[config.mk]
export PLATFORM = sky130hd
export DESIGN_NAME = dacr_ctrl
export DESIGN_NICKNAME = d
export VERILOG_FILES = /design/src/rtl/dacr_pkg.sv /design/src/rtl/dacr_ctrl.sv
export VERILOG_INCLUDE_DIRS = /design/src /design/src/rtl
export SDC_FILE = /design/constraint.sdc
export NUM_CORES = 1
export LEC_CHECK = 0
export BUFFER_PORTS_ARGS = -buffer_cell sky130_fd_sc_hd__buf_2
export CORE_MARGIN = 1
export CORE_UTILIZATION = 40
export CTS_CLUSTER_SIZE = 14
export DETAILED_ROUTE_END_ITERATION = 6
export PLACE_DENSITY = 0.8
export REMOVE_ABC_BUFFERS = 1
export SLEW_MARGIN = 15
export SYNTH_ARGS = -nofsm -noshare
export SYNTH_HDL_FRONTEND = slang
export SYNTH_SLANG_ARGS = --single-unit
[constraint.sdc]
create_clock -name clk -period 2.2 [get_ports clk]
set_clock_uncertainty 0.1 [all_clocks]
set_input_delay 0.11 -clock clk [delete_from_list [all_inputs] [get_ports clk]]
set_output_delay 0.11 -clock clk [all_outputs]
set_load 0.01 [all_outputs]
[src/rtl/dual_accel_check_average_resample_defines.svh]
// Assertion macros shared by the RTL files
`ifndef DUAL_ACCEL_CHECK_AVERAGE_RESAMPLE_DEFINES_SVH
`define DUAL_ACCEL_CHECK_AVERAGE_RESAMPLE_DEFINES_SVH

// Property must hold on every clock edge outside reset.
`define DACR_ASSERT(label, clk, rst_n, prop, msg) \
  label: assert property (@(posedge clk) disable iff (!rst_n) prop) else $error(msg);

// Property checked also while reset is held.
`define DACR_ASSERT_ALWAYS(label, clk, prop, msg) \
  label: assert property (@(posedge clk) prop) else $error(msg);

`endif

[src/rtl/dacr_pkg.sv]
// ----------------------------------------------------------------------------
// dacr_pkg
// Shared types and constants for the dual accelerometer resampler.
// ----------------------------------------------------------------------------
`default_nettype none
package dacr_pkg;

  localparam int unsigned DEPTH_DEF    = 32;
  localparam int unsigned MAX_FILL_DEF = 16;

  localparam logic [2:0] ST_EMIT     = 3'd0;
  localparam logic [2:0] ST_MISMATCH = 3'd1;
  localparam logic [2:0] ST_MAGN     = 3'd2;
  localparam logic [2:0] ST_FIRST    = 3'd3;
  localparam logic [2:0] ST_NOSLOT   = 3'd4;

  localparam logic [1:0] REG_DIFF   = 2'd0;
  localparam logic [1:0] REG_MAGN   = 2'd1;
  localparam logic [1:0] REG_PERIOD = 2'd2;

  typedef enum logic [3:0] {
    S_IDLE,   // wait for request
    S_CHECK,  // average and limit checks registered
    S_RDNEW,  // read newest entry
    S_SUMRD,  // walk stored entries, accumulate
    S_DIVST,  // start mean division
    S_DIVW,   // wait mean division
    S_GRID,   // compute grid, check slot
    S_INTST,  // start interpolation division
    S_INTW,   // wait interpolation division
    S_PUSH,   // write sample, present result
    S_OUT     // wait for result to leave
  } state_t;

  typedef struct packed {
    logic load;      // capture input request
    logic rd_newest; // issue read of newest entry
    logic sum_clr;
    logic sum_rd;    // issue read of entry k
    logic sum_acc;   // add read data of previous read
    logic div_mean;  // start three mean divisions
    logic grid_init;
    logic int_start; // start interpolation divisions
    logic push_first;
    logic push_cur;
    logic res_load;
    logic [2:0] res_status;
    logic res_final;
    logic res_trunc;
  } cmd_t;

  typedef struct packed {
    logic mismatch;
    logic magn;
    logic empty;
    logic sum_done;
    logic div_done;
    logic no_slot;
    logic more_slots; // grid <= stamp after advance
    logic fill_last;  // this emission reaches MAX_FILL
  } sts_t;

endpackage
`default_nettype wire

[src/rtl/dacr_ctrl.sv]
// ----------------------------------------------------------------------------
// dacr_ctrl
// Sequencer for check, mean, grid and interpolation steps.
// ----------------------------------------------------------------------------
`default_nettype none
`include "dual_accel_check_average_resample_defines.svh"
module dacr_ctrl import dacr_pkg::*; (
  input  wire logic clk,
  input  wire logic rst_n,
  input  wire logic in_valid,
  output logic      in_ready,
  input  wire logic out_busy,
  input  wire sts_t sts,
  output cmd_t      cmd
);
  state_t state_r, state_nxt;
  logic   emit_r, emit_nxt;  // an emission is in flight (not the one-shot case)

  always_ff @(posedge clk) begin
    if (!rst_n) begin
      state_r <= S_IDLE;
      emit_r  <= 1'b0;
    end else begin
      state_r <= state_nxt;
      emit_r  <= emit_nxt;
    end
  end

  always_comb begin
    state_nxt = state_r;
    emit_nxt  = emit_r;
    cmd       = '0;
    in_ready  = 1'b0;
    unique case (state_r)
      S_IDLE: begin
        in_ready = 1'b1;
        cmd.load = in_valid;
        if (in_valid) state_nxt = S_CHECK;
      end
      S_CHECK: begin
        cmd.rd_newest = 1'b1;
        state_nxt = S_RDNEW;
      end
      S_RDNEW: begin
        if (!out_busy) begin
          if (sts.mismatch || sts.magn) begin
            cmd.res_load = 1'b1; cmd.res_final = 1'b1;
            cmd.res_status = sts.mismatch ? ST_MISMATCH : ST_MAGN;
            state_nxt = S_OUT;
          end else if (sts.empty) begin
            cmd.push_first = 1'b1; cmd.res_load = 1'b1; cmd.res_final = 1'b1;
            cmd.res_status = ST_FIRST;
            state_nxt = S_OUT;
          end else begin
            cmd.sum_clr = 1'b1;
            state_nxt = S_SUMRD;
          end
        end
      end
      S_SUMRD: begin
        if (!sts.sum_done) cmd.sum_rd = 1'b1;
        else state_nxt = S_DIVST;
      end
      S_DIVST: begin
        // the last accumulation has landed by the time this state starts the division
        cmd.div_mean = 1'b1;
        cmd.grid_init = 1'b1;
        state_nxt = S_DIVW;
      end
      S_DIVW: begin
        if (sts.div_done) state_nxt = S_GRID;
      end
      S_GRID: begin
        // also the cycle that registers the product from the newest sample
        if (sts.no_slot) begin
          cmd.rd_newest = 1'b1;
          state_nxt = S_PUSH;
          emit_nxt = 1'b0;
        end else begin
          state_nxt = S_INTST;
          emit_nxt = 1'b1;
        end
      end
      S_INTST: begin
        cmd.int_start = 1'b1;
        state_nxt = S_INTW;
      end
      S_INTW: begin
        if (sts.div_done) state_nxt = S_PUSH;
      end
      S_PUSH: begin
        if (!out_busy) begin
          cmd.res_load = 1'b1;
          if (!emit_r) begin
            cmd.res_status = ST_NOSLOT; cmd.res_final = 1'b1;
            state_nxt = S_OUT;
          end else begin
            cmd.push_cur = 1'b1;
            cmd.res_status = ST_EMIT;
            if (!sts.more_slots || sts.fill_last) begin
              cmd.res_final = 1'b1;
              cmd.res_trunc = sts.more_slots;
              state_nxt = S_OUT;
            end else begin
              state_nxt = S_GRID;
            end
          end
        end
      end
      S_OUT: begin
        emit_nxt = 1'b0;
        if (!out_busy) state_nxt = S_IDLE;
      end
      default: state_nxt = S_IDLE;
    endcase
  end

  `DACR_ASSERT(a_ready_idle, clk, rst_n, in_ready |-> state_r == S_IDLE, "ready outside idle")
  `DACR_ASSERT(a_load_check, clk, rst_n, cmd.load |=> state_r == S_CHECK, "load not followed by check")
  `DACR_ASSERT(a_res_hold, clk, rst_n, cmd.res_load |-> !out_busy, "result overwrite")
endmodule
`default_nettype wire

==> flow_metrics.py, run 1 <==
metrics = {
    "run_status": {
        "run_status": "finished, final reports clean",
    },
    "clocking": {
        "clk_root_buffer_cell": "clkbuf_4",
        "cts_tree": "done",
        "cts_buffer_depth": 2,
        "ctsHoldBuffers": 0,
        "ctsHtreeMaxLevel": 1,
        "cts_made_buffers": 3,
        "numClockSinks": 5,
        "clock_insertion_delay_worst_skew_ns": 0.26,
        "clk_pin_slew_ns": 0.05,
        "post-cts-setup-buffers": 0,
        "cts_resized": 0,
    },
    "power_and_ir_drop": {
        "p_sw_frac": 0.472,
        "power_switching_mw": 0.348,
        "power.ir.vdd_worst_v": 0.000655,
        "p_per_area_nw_per_um2": 904,
        "power.sequential.fraction": 0.198,
        "power_frac_comb": 0.643,
        "static-leakage-power_nw": 0.383,
        "p_clk_frac": 0.159,
        "p_int_mw": 0.389,
    },
    "global_route": {
        "grt_util_all_layers": 0.189,
        "first_pass_grt_wire_length_um": 2630,
        "initial_antenna_violation_count": 0,
        "gr-total-overflow": 0,
        "grt_max_degree": 16,
        "number_of_global_route_vias_before_repair": 624,
    },
    "synthesis": {
        "ys.warnings.count": 0,
        "syn_area_um2": 666,
        "synth_area_per_cell_um2": 6.79,
        "synthesis.instances": 98,
        "synth_sequential_area_ratio": 0.150,
        "register_bit_count_reported_by_yosys": 5,
        "yosysUniqueCellTypes": 36,
    },
    "cells_and_area": {
        "antenna_cells": 0,
        "final-seq-area_um2": 100,
        "layout-drive-gt1-share": 0.317,
        "area.growth.synth_to_final_pct": 22.4,
        "filler_cell_count": 158,
        "nets": 136,
        "area_used_by_multi_input_combinational_logic_um2": 492,
    },
    "worst_setup_path": {
        "worst_setup_path_start_kind": "flop",
        "critical_path.cell_chain": "nand2b_1 > or4_1 > nor4b_4 > buf_2",
        "critical_path.max_fanout": 7,
        "timing.critical_path.buf_inv": 1,
        "crit_required_ns": 1.99,
        "cell_class_contributing_the_biggest_share_of_worst_path_delay": "simple AND/OR/NAND/NOR gates",
        "max_incr_delay_on_cp_ns": 0.55,
        "critical-path-slowest-cell": "or4_1",
        "setup.worst_path.end_class": "primary output",
        "setup.worst_path.class": "flop to primary output",
        "worstPathArrival_ns": 1.75,
    },
    "die": {
        "placeableCoreArea_um2": 1520,
        "die_outline_height_um": 42.8,
        "starting_density_of_the_core": 0.437,
        "fp.dieW_um": 42.8,
        "die_area_um2": 1830,
        "floorplan.io_pins": 29,
        "placementRows": 14,
    },
    "sta": {
        "rsz0062_at_grt": "no",
        "final_critical_delay_including_setup_and_external_delays_ns": 1.96,
        "fin_setup_tns_ns": 0,
        "finalCritPeriodShare": 0.889,
        "maximum_clock_rate_ghz": 0.511,
        "setup_viol_count_final": 0,
        "slew_viol_final": 0,
        "final_critical_path_setup_slack_ns": 0.243,
        "fin_worst_hold_slack_ns": 0.0537,
        "finalHoldViolations": 0,
    },
    "drt": {
        "drtAntennaViolNets": 0,
        "drcViolationCount": 0,
        "avgRoutedWirePerCell_um": 12.1,
        "firstDrtPassIters": 4,
        "route.vias.total": 777,
        "drtIter0Drc": 24,
        "avgViaCountPerCell": 5.59,
        "drt-total-wl_um": 1680,
    },
    "placement": {
        "post-dp-hpwl_um": 1330,
        "gp_congestion": 0.861,
        "placement.setup.worst_slack_ns": 0.527,
        "place.port_buffers": 27,
    },
    "hold_path": {
        "timing.hold.worst.class": "primary input to flop",
    },
    "flow_run": {
        "cap_viol_max_count": 0,
    },
}
layer usage:
metal	up-vias	share of wire	GRT usage
met3	4	0.060	0.0255
met4	0	0.016	0.113
li1	395	-	-
met2	29	0.46	0.291
met5	-	0	0
met1	349	0.46	0.247
final timing paths:
check             startpoint    endpoint  slack [ns]  depth (start not counted)
setup / recovery  state_r[1]      cmd[7]        0.24                          4
setup reg to reg  state_r[1]  state_r[0]        0.55                          5
hold / removal         rst_n  state_r[3]        0.05                          3
hold reg to reg       emit_r      emit_r        0.42                          2
placed cells by master, fill, tap and decap left out, drive strengths merged:
| master | n |
|---|---|
| a211oi | 1 |
| a21boi | 1 |
| a21oi | 6 |
| a221oi | 1 |
| a31oi | 1 |
| and2 | 2 |
| and3 | 2 |
| and3b | 3 |
| buf | 31 |
| clkbuf | 4 |
| conb | 1 |
| dfxtp | 5 |
| inv | 3 |
| mux2i | 2 |
| nand2 | 9 |
| nand2b | 5 |
| nand3 | 2 |
| nand3b | 1 |
| nand4 | 1 |
| nor2 | 11 |
| nor2b | 2 |
| nor3 | 7 |
| nor3b | 1 |
| nor4 | 2 |
| nor4b | 1 |
| o211a | 1 |
| o21ai | 10 |
| o22a | 1 |
| o2bb2ai | 1 |
| or3 | 2 |
| or3b | 2 |
| or4 | 1 |
power groups by stage:
stage | Sequential, mW | Combinational [mW] | Clock [mW]
6_report | 0.146 | 0.474 | 0.117
5_1_grt | 0.148 | 0.518 | 0.125
4_1_cts | 0.145 | 0.472 | 0.121
3_5_place_dp | 0.147 | 0.470 | 0
3_3_place_gp | 0.143 | 0.466 | 0
2_1_floorplan | 0.185 | 0.276 | 0
layout make-up:
class / count / area share
Multi-Input combinational cell: 80 / 0.604
Timing Repair Buffer: 31 / 0.203
Sequential cell: 5 / 0.123
Clock buffer: 4 / 0.0323
Tap cell: 16 / 0.0246
Inverter: 3 / 0.0138
synth_stat cells:
cell type / count / area share
nor2_1: 11 / 0.062
nand2_1: 9 / 0.051
o21ai_0: 8 / 0.060
nor3_1: 7 / 0.053
a21oi_1: 6 / 0.045
buf_2: 5 / 0.038
dfxtp_1: 5 / 0.15
nand2b_1: 5 / 0.047
and3b_1: 3 / 0.039
buf_4: 3 / 0.034
inv_1: 3 / 0.017
and2_1: 2 / 0.019
and3_1: 2 / 0.019
mux2i_1: 2 / 0.030
nand3_1: 2 / 0.015
nor2b_1: 2 / 0.019
nor4_1: 2 / 0.019
o21ai_1: 2 / 0.015
or3_1: 2 / 0.019
a211oi_2: 1 / 0.019
a21boi_1: 1 / 0.011
a221oi_2: 1 / 0.023
a31oi_1: 1 / 0.0094
buf_6: 1 / 0.017
clkbuf_1: 1 / 0.0056
conb_1: 1 / 0.0056
nand3b_1: 1 / 0.011
nand4_1: 1 / 0.0094
nor3b_1: 1 / 0.011
nor4b_4: 1 / 0.036
o211a_1: 1 / 0.015
o22a_1: 1 / 0.013
o2bb2ai_2: 1 / 0.023
or3b_1: 1 / 0.013
or3b_4: 1 / 0.017
or4_1: 1 / 0.011
registers in the layout, summed over array words and instances (netlist names):
| signal | cells |
|---|---|
| state_r | 4 |
| emit_r | 1 |
kinds of logic after synthesis:
logic type	synth area share
flops	0.150
simple gates	0.470
buf+inv	0.111
other cells	0.00563
compound gates	0.233
mux	0.0301
per-stage QoR:
stage               utilization  instance area (um2)  std cells  power (mW)
floorplan                     -                  603         88       0.461
global placement          0.517                  788        135       0.610
detailed placement        0.517                  788        135       0.618
CTS                       0.534                  815        139       0.738
global route              0.534                  815        139       0.790
finish                    0.534                  815        139       0.737
worst reg2reg max path: stages, from the launching register on:
cell	delay (ns)
dfxtp_1	0.36
buf_4	0.20
and3b_1	0.18
o21ai_0	0.25
nand4_1	0.24
mux2i_1	0.24
(Power assumes the default switching activity.)
==> run 2, diff against run 1 <==
--- a/config.mk
+++ b/config.mk
@@ -6,12 +6,15 @@
 export SDC_FILE = /design/constraint.sdc
 export NUM_CORES = 1
 export LEC_CHECK = 0
+export ABC_AREA = 1
 export BUFFER_PORTS_ARGS = -buffer_cell sky130_fd_sc_hd__buf_2
 export CORE_MARGIN = 1
 export CORE_UTILIZATION = 40
 export CTS_CLUSTER_SIZE = 14
 export DETAILED_ROUTE_END_ITERATION = 6
-export PLACE_DENSITY = 0.8
+export HOLD_SLACK_MARGIN = 0.08
+export MAX_ROUTING_LAYER = met4
+export PLACE_DENSITY = 0.83
 export REMOVE_ABC_BUFFERS = 1
 export SLEW_MARGIN = 15
 export SYNTH_ARGS = -nofsm -noshare
==> run 2 against run 1 <==
  * Sequential cell count stayed put
  * Worst setup slack better by 0.21 ns
  * Critical path depth is 1 higher
  * Via count is 1.4% lower
  * Power is 5.9% lower
  * Global-route usage is 2.5 points higher
  * Hold slack better by 0.038 ns
==> flow_metrics.py, run 2 <==
metrics = {
    "die": {
        "placementRows": 13,
        "die_outline_height_um": 40.0,
        "fp.dieW_um": 40.0,
        "floorplan.io_pins": 29,
        "placeableCoreArea_um2": 1320,
        "die_area_um2": 1600,
        "starting_density_of_the_core": 0.438,
    },
    "worst_setup_path": {
        "crit_required_ns": 1.99,
        "cell_class_contributing_the_biggest_share_of_worst_path_delay": "simple AND/OR/NAND/NOR gates",
        "max_incr_delay_on_cp_ns": 0.45,
        "critical-path-slowest-cell": "dfxtp_1",
        "critical_path.most_common_cell": "nand2_1",
        "worst_setup_path_start_kind": "flop",
        "worstPathArrival_ns": 1.53,
        "setup.worst_path.class": "flop to primary output",
        "critical_path.cell_chain": "nand2_1 > nor2_1 > nand2_1 > nor3b_1 > buf_2",
        "critical_path.max_fanout": 5,
        "timing.critical_path.buf_inv": 1,
        "setup.worst_path.end_class": "primary output",
    },
    "clocking": {
        "clk_pin_slew_ns": 0.04,
        "ctsHtreeMaxLevel": 1,
        "cts_buffer_depth": 2,
        "clock_insertion_delay_worst_skew_ns": 0.23,
        "cts_tree": "done",
        "cts_made_buffers": 3,
        "clk_root_buffer_cell": "clkbuf_4",
        "numClockSinks": 5,
        "cts_resized": 0,
    },
    "synthesis": {
        "register_bit_count_reported_by_yosys": 5,
        "synth_sequential_area_ratio": 0.174,
        "post-synth-top-area-cell": "dfxtp_1",
        "synthesis.instances": 109,
        "post_synth_xor_area_fraction": 0,
        "syn_area_um2": 577,
        "synth_compound_gate_area_share": 0.0954,
        "yosysUniqueCellTypes": 21,
        "yosys.area_share.adder": 0,
        "synth-edff-count": 0,
        "yosys-top-cells-area": "dfxtp_1 17%, nand2_1 17%, nor2_1 15%",
        "async_reset_ff_frac": 0,
        "synth.most_common_cell": "nand2_1",
        "synthTopCellsByCount": "26 x nand2_1, 23 x nor2_1, 13 x inv_1, 11 x nand3_1",
        "synth.top_cell.area_share": 0.174,
        "ys.warnings.count": 0,
        "muxShareOfSynthArea": 0,
        "synth_simple_gate_area_frac": 0.581,
        "main_combinational_cell_family_by_area_after_synthesis": "simple AND/OR/NAND/NOR gates",
        "synth_area_per_cell_um2": 5.29,
        "synth_top_flop_cell": "dfxtp_1",
    },
    "cells_and_area": {
        "max_flop_register": "state_r",
        "largestRegisters": "state_r x4, emit_r x1",
        "layout-drive-gt1-share": 0.309,
        "largest_register_ff_count": 4,
        "area.growth.synth_to_final_pct": 30.4,
        "nets": 152,
        "highest_count_cells_in_the_layout_ignoring_fill_and_taps": "27 x buf_2, 26 x nand2_1, 23 x nor2_1",
        "antenna_cells": 0,
        "layout.cells.most_common": "buf_2",
    },
    "drt": {
        "drtAntennaViolNets": 0,
        "firstDrtPassIters": 5,
        "avgViaCountPerCell": 4.97,
        "drtIter0Drc": 37,
        "avgRoutedWirePerCell_um": 9.61,
        "drcViolationCount": 0,
        "drt-total-wl_um": 1480,
        "route.vias.total": 766,
    },
    "placement": {
        "placement.setup.worst_slack_ns": 0.743,
        "post-dp-hpwl_um": 1240,
        "gp_congestion": 0.914,
        "place.port_buffers": 27,
    },
    "sta": {
        "finalCritPeriodShare": 0.792,
        "final_critical_delay_including_setup_and_external_delays_ns": 1.74,
        "finalHoldViolations": 0,
        "setup_viol_count_final": 0,
        "final_critical_path_setup_slack_ns": 0.458,
        "maximum_clock_rate_ghz": 0.574,
        "fin_worst_hold_slack_ns": 0.0913,
        "fin_setup_tns_ns": 0,
        "slew_viol_final": 0,
        "rsz0062_at_grt": "no",
    },
    "power_and_ir_drop": {
        "power_switching_mw": 0.352,
        "p_per_area_nw_per_um2": 922,
        "p_sw_frac": 0.508,
        "power.ir.vdd_worst_v": 0.000388,
        "p_int_mw": 0.341,
        "power_frac_comb": 0.634,
        "static-leakage-power_nw": 0.451,
        "power.sequential.fraction": 0.219,
        "p_clk_frac": 0.147,
    },
    "global_route": {
        "number_of_global_route_vias_before_repair": 569,
        "gr-total-overflow": 0,
        "grt_max_degree": 7,
        "grt_util_all_layers": 0.214,
        "initial_antenna_violation_count": 0,
        "first_pass_grt_wire_length_um": 2240,
    },
    "run_status": {
        "run_status": "finished, final reports clean",
    },
    "flow_run": {
        "cap_viol_max_count": 0,
    },
    "hold_path": {
        "timing.hold.worst.class": "primary input to flop",
    },
}
## run 2: path summary, 6_finish.rpt
check,start,endpoint,depth (start not counted),slack (ns)
max,state_r[3],cmd[0],5,0.46
min,sts[3],state_r[2],4,0.09
max reg2reg,state_r[2],state_r[0],7,0.79
min reg2reg,emit_r,emit_r,2,0.48
## run 2: metal layers
metal / track usage / part of all wire / routed length, um
met3: 0.0167 / 0.070 / 104
met4: 0.138 / 0.0054 / 8
met2: 0.331 / 0.50 / 742
met1: 0.264 / 0.42 / 623
met5: - / 0 / 0
## run 2: timing repair
| action | 4_1_cts | 5_1_grt |
|---|---|---|
| hold buffers | 1 | 0 |
| setup endpoints to repair | 0 | 0 |
| endpoints found under the hold margin | 5 | 0 |
| buffers inserted | 0 | 0 |
## run 2: worst register-to-register path, stage by stage (launching register included)
cell     delay [ns]
dfxtp_1        0.37
nor2_2         0.27
inv_2          0.09
nor2_4         0.13
nand3_1        0.12
o21ai_0        0.11
nor2_1         0.07
nor2_1         0.09
## run 2: cells by family after synthesis
| kind of cell | count (synthesis) |
|---|---|
| buffers and inverters | 20 |
| other | 1 |
| flip-flops | 5 |
| AO/OA/AOI/OAI | 10 |
| AND/OR/NAND/NOR | 73 |
## run 2: metrics by stage
step	total power, mW	utilization	cell area [um2]	instances
2_1_floorplan	0.472	-	562	107
3_3_place_gp	0.580	0.543	716	149
3_5_place_dp	0.587	0.543	716	149
4_1_cts	0.697	0.571	752	154
5_1_grt	0.775	0.571	752	154
6_report	0.693	0.571	752	154
## run 2: layout make-up
| class | count | area (um2) |
|---|---|---|
| well taps | 15 | 18.8 |
| flip-flops and latches | 5 | 100 |
| fillers | 138 | 566 |
| clock buffers | 4 | 26.3 |
| multi-input cells | 84 | 394 |
| inverters | 18 | 67.6 |
| repair buffers | 28 | 145 |
## run 2: power groups by stage
stage,Combinational (mW),Sequential [mW],Clock [mW]
after global routing,0.502,0.154,0.118
after floorplan,0.328,0.144,0
after global placement,0.432,0.148,0
after CTS,0.439,0.149,0.109
final,0.439,0.152,0.102
after detailed placement,0.436,0.151,0
==> run 3, diff against run 2 <==
--- a/config.mk
+++ b/config.mk
@@ -9,12 +9,12 @@
 export ABC_AREA = 1
 export BUFFER_PORTS_ARGS = -buffer_cell sky130_fd_sc_hd__buf_2
 export CORE_MARGIN = 1
-export CORE_UTILIZATION = 40
+export CORE_UTILIZATION = 39
 export CTS_CLUSTER_SIZE = 14
 export DETAILED_ROUTE_END_ITERATION = 6
 export HOLD_SLACK_MARGIN = 0.08
 export MAX_ROUTING_LAYER = met4
-export PLACE_DENSITY = 0.83
+export PLACE_DENSITY = 0.84
 export REMOVE_ABC_BUFFERS = 1
 export SLEW_MARGIN = 15
 export SYNTH_ARGS = -nofsm -noshare
==> constraint.sdc (replaced) <==
create_clock -name clk -period 1.5 [get_ports clk]
set_clock_uncertainty 0.1 [all_clocks]
set_input_delay 0.075 -clock clk [delete_from_list [all_inputs] [get_ports clk]]
set_output_delay 0.075 -clock clk [all_outputs]
set_load 0.01 [all_outputs]
==> run 3 against run 2 <==
  * The run now ends with negative setup slack left
  * Register-to-register slack worse by 0.73 ns
  * Worst setup slack worse by 0.46 ns
  * First-iteration DRC count is 19% lower
  * Critical path depth is 1 higher
  * Routed wire length is 15% higher
  * Critical endpoint is now cmd[7]
  * Sequential cell count stayed put
  * Largest cell class unchanged
  * Sequential power is 57% higher
  * Combinational power is 67% higher
  * Final cell count is 2.6% higher
  * Final area is 13% higher
  * Clock power is 45% higher
==> flow_metrics.py, run 3 (synthesized netlist as in run 2, its figures left out) <==
metrics = {
    "run_status": {
        "run_status": "complete, but fails checks",
        "violations": "negative setup slack",
    },
    "clocking": {
        "clk_pin_slew_ns": 0.04,
        "numClockSinks": 5,
        "clock_insertion_delay_worst_skew_ns": 0.23,
        "cts_tree": "done",
        "clk_root_buffer_cell": "clkbuf_4",
        "cts_made_buffers": 3,
        "cts_buffer_depth": 2,
        "ctsHtreeMaxLevel": 1,
    },
    "cells_and_area": {
        "stdcell_count": 158,
        "nets": 156,
        "layout.cells.most_common": "buf_2",
        "area.growth.synth_to_final_pct": 46.9,
        "final_area_um2": 847,
        "filler_cell_count": 117,
        "layout-drive-gt1-share": 0.413,
        "antenna_cells": 0,
        "largest_register_ff_count": 4,
        "highest_count_cells_in_the_layout_ignoring_fill_and_taps": "27 x buf_2, 22 x nor2_1, 21 x nand2_1",
        "largestRegisters": "state_r x4, emit_r x1",
        "max_flop_register": "state_r",
    },
    "drt": {
        "avgViaCountPerCell": 5.09,
        "route.vias.total": 804,
        "drcViolationCount": 0,
        "avgRoutedWirePerCell_um": 10.7,
        "drtIter0Drc": 30,
        "drtAntennaViolNets": 0,
        "drt-total-wl_um": 1700,
        "firstDrtPassIters": 4,
    },
    "sta": {
        "slew_viol_final": 0,
        "setup_viol_count_final": 1,
        "rsz0062_at_grt": "yes",
        "final_critical_delay_including_setup_and_external_delays_ns": 1.50,
        "final_critical_path_setup_slack_ns": -0.00227,
        "finalCritPeriodShare": 1.00,
        "maximum_clock_rate_ghz": 0.666,
        "finalHoldViolations": 0,
        "fin_worst_hold_slack_ns": 0.170,
    },
    "worst_setup_path": {
        "worst_setup_path_start_kind": "flop",
        "crit_required_ns": 1.32,
        "critical_path.max_fanout": 6,
        "timing.critical_path.from": "state_r[0]",
        "worstReg2RegStart": "state_r[1]",
        "worstPathArrival_ns": 1.33,
        "setup.worst_path.class": "flop to primary output",
        "setup.worst_path.end_class": "primary output",
    },
    "die": {
        "starting_density_of_the_core": 0.432,
        "placementRows": 13,
        "die_outline_height_um": 40.5,
        "fp.dieW_um": 40.5,
        "placeableCoreArea_um2": 1330,
        "floorplan.io_pins": 29,
        "die_area_um2": 1640,
    },
    "power_and_ir_drop": {
        "power_frac_comb": 0.654,
        "power_switching_mw": 0.567,
        "static-leakage-power_nw": 0.493,
        "p_int_mw": 0.552,
        "p_sw_frac": 0.507,
        "p_clk_frac": 0.133,
        "p_per_area_nw_per_um2": 1320,
        "power.ir.vdd_worst_v": 0.000731,
        "power.sequential.fraction": 0.213,
    },
    "hold_path": {
        "timing.hold.worst.class": "primary input to flop",
        "worstHoldStart": "sts[0]",
    },
    "global_route": {
        "gr-total-overflow": 0,
        "grt_util_all_layers": 0.228,
        "initial_antenna_violation_count": 0,
        "number_of_global_route_vias_before_repair": 646,
        "grt_max_degree": 7,
        "first_pass_grt_wire_length_um": 2460,
    },
    "flow_run": {
        "cap_viol_max_count": 0,
    },
    "placement": {
        "post-dp-hpwl_um": 1290,
        "placedInstanceArea_um2": 716,
        "dpl.cell_count": 149,
        "placement.setup.worst_slack_ns": 0.0808,
        "place.port_buffers": 27,
        "gp_congestion": 0.941,
    },
}
## run 3: cell type report
cell class,instances,area [um2],share of cell area
sequential,5,108,0.127
multi-input combinational,84,447,0.527
timing repair buffer,32,178,0.210
inverter,18,70.1,0.0827
tap,15,18.8,0.0222
clock buffer,4,26.3,0.0310
## run 3: per-layer routing
layer  global-route usage  vias up  routed length [um]
met3               0.0444        4                  65
met2                0.377       23                 877
li1                     -      408                   -
met4                0.117        0                  26
met5                    -        -                   0
met1                0.258      369                 727
## run 3: metrics by stage
stage / TNS (ns) / power, mW / utilization
6_report: -0.00227 / 1.12 / 0.635
5_1_grt: -0.317 / 1.23 / 0.635
4_1_cts: -0.0332 / 1.07 / 0.598
3_5_place_dp: 0 / 0.860 / 0.537
3_3_place_gp: 0 / 0.847 / 0.537
2_1_floorplan: 0 / 0.692 / -
## run 3: final timing paths
kind,endpoint,slack [ns],cells after the start
setup / recovery,cmd[7],-0.002,6
hold / removal,state_r[3],0.17,5
setup reg to reg,state_r[3],0.06,10
hold reg to reg,emit_r,0.49,2
## run 3: what timing repair did
item                                    in CTS  in global routing
hold buffers                                 2                  0
pin swaps                                    2                  3
buffers inserted                             1                  2
hold endpoints to repair                     5                  0
gates resized for setup                      9                 11
endpoints found under the setup margin      10                  8
gates cloned                                 0                  0
## run 3: critical path, stage by stage (launching register included)
cell,delay (ns)
dfxtp_2,0.34
inv_2,0.08
nand2_2,0.09
nor2_4,0.16
nand2_1,0.10
nor4_2,0.14
buf_2,0.17
## run 3: power groups by stage
stage	Sequential, mW	Combinational [mW]	Clock (mW)
detailed placement	0.220	0.640	0
global route	0.242	0.828	0.160
finish	0.238	0.732	0.148
global placement	0.218	0.629	0
CTS	0.228	0.689	0.156
floorplan	0.211	0.481	0
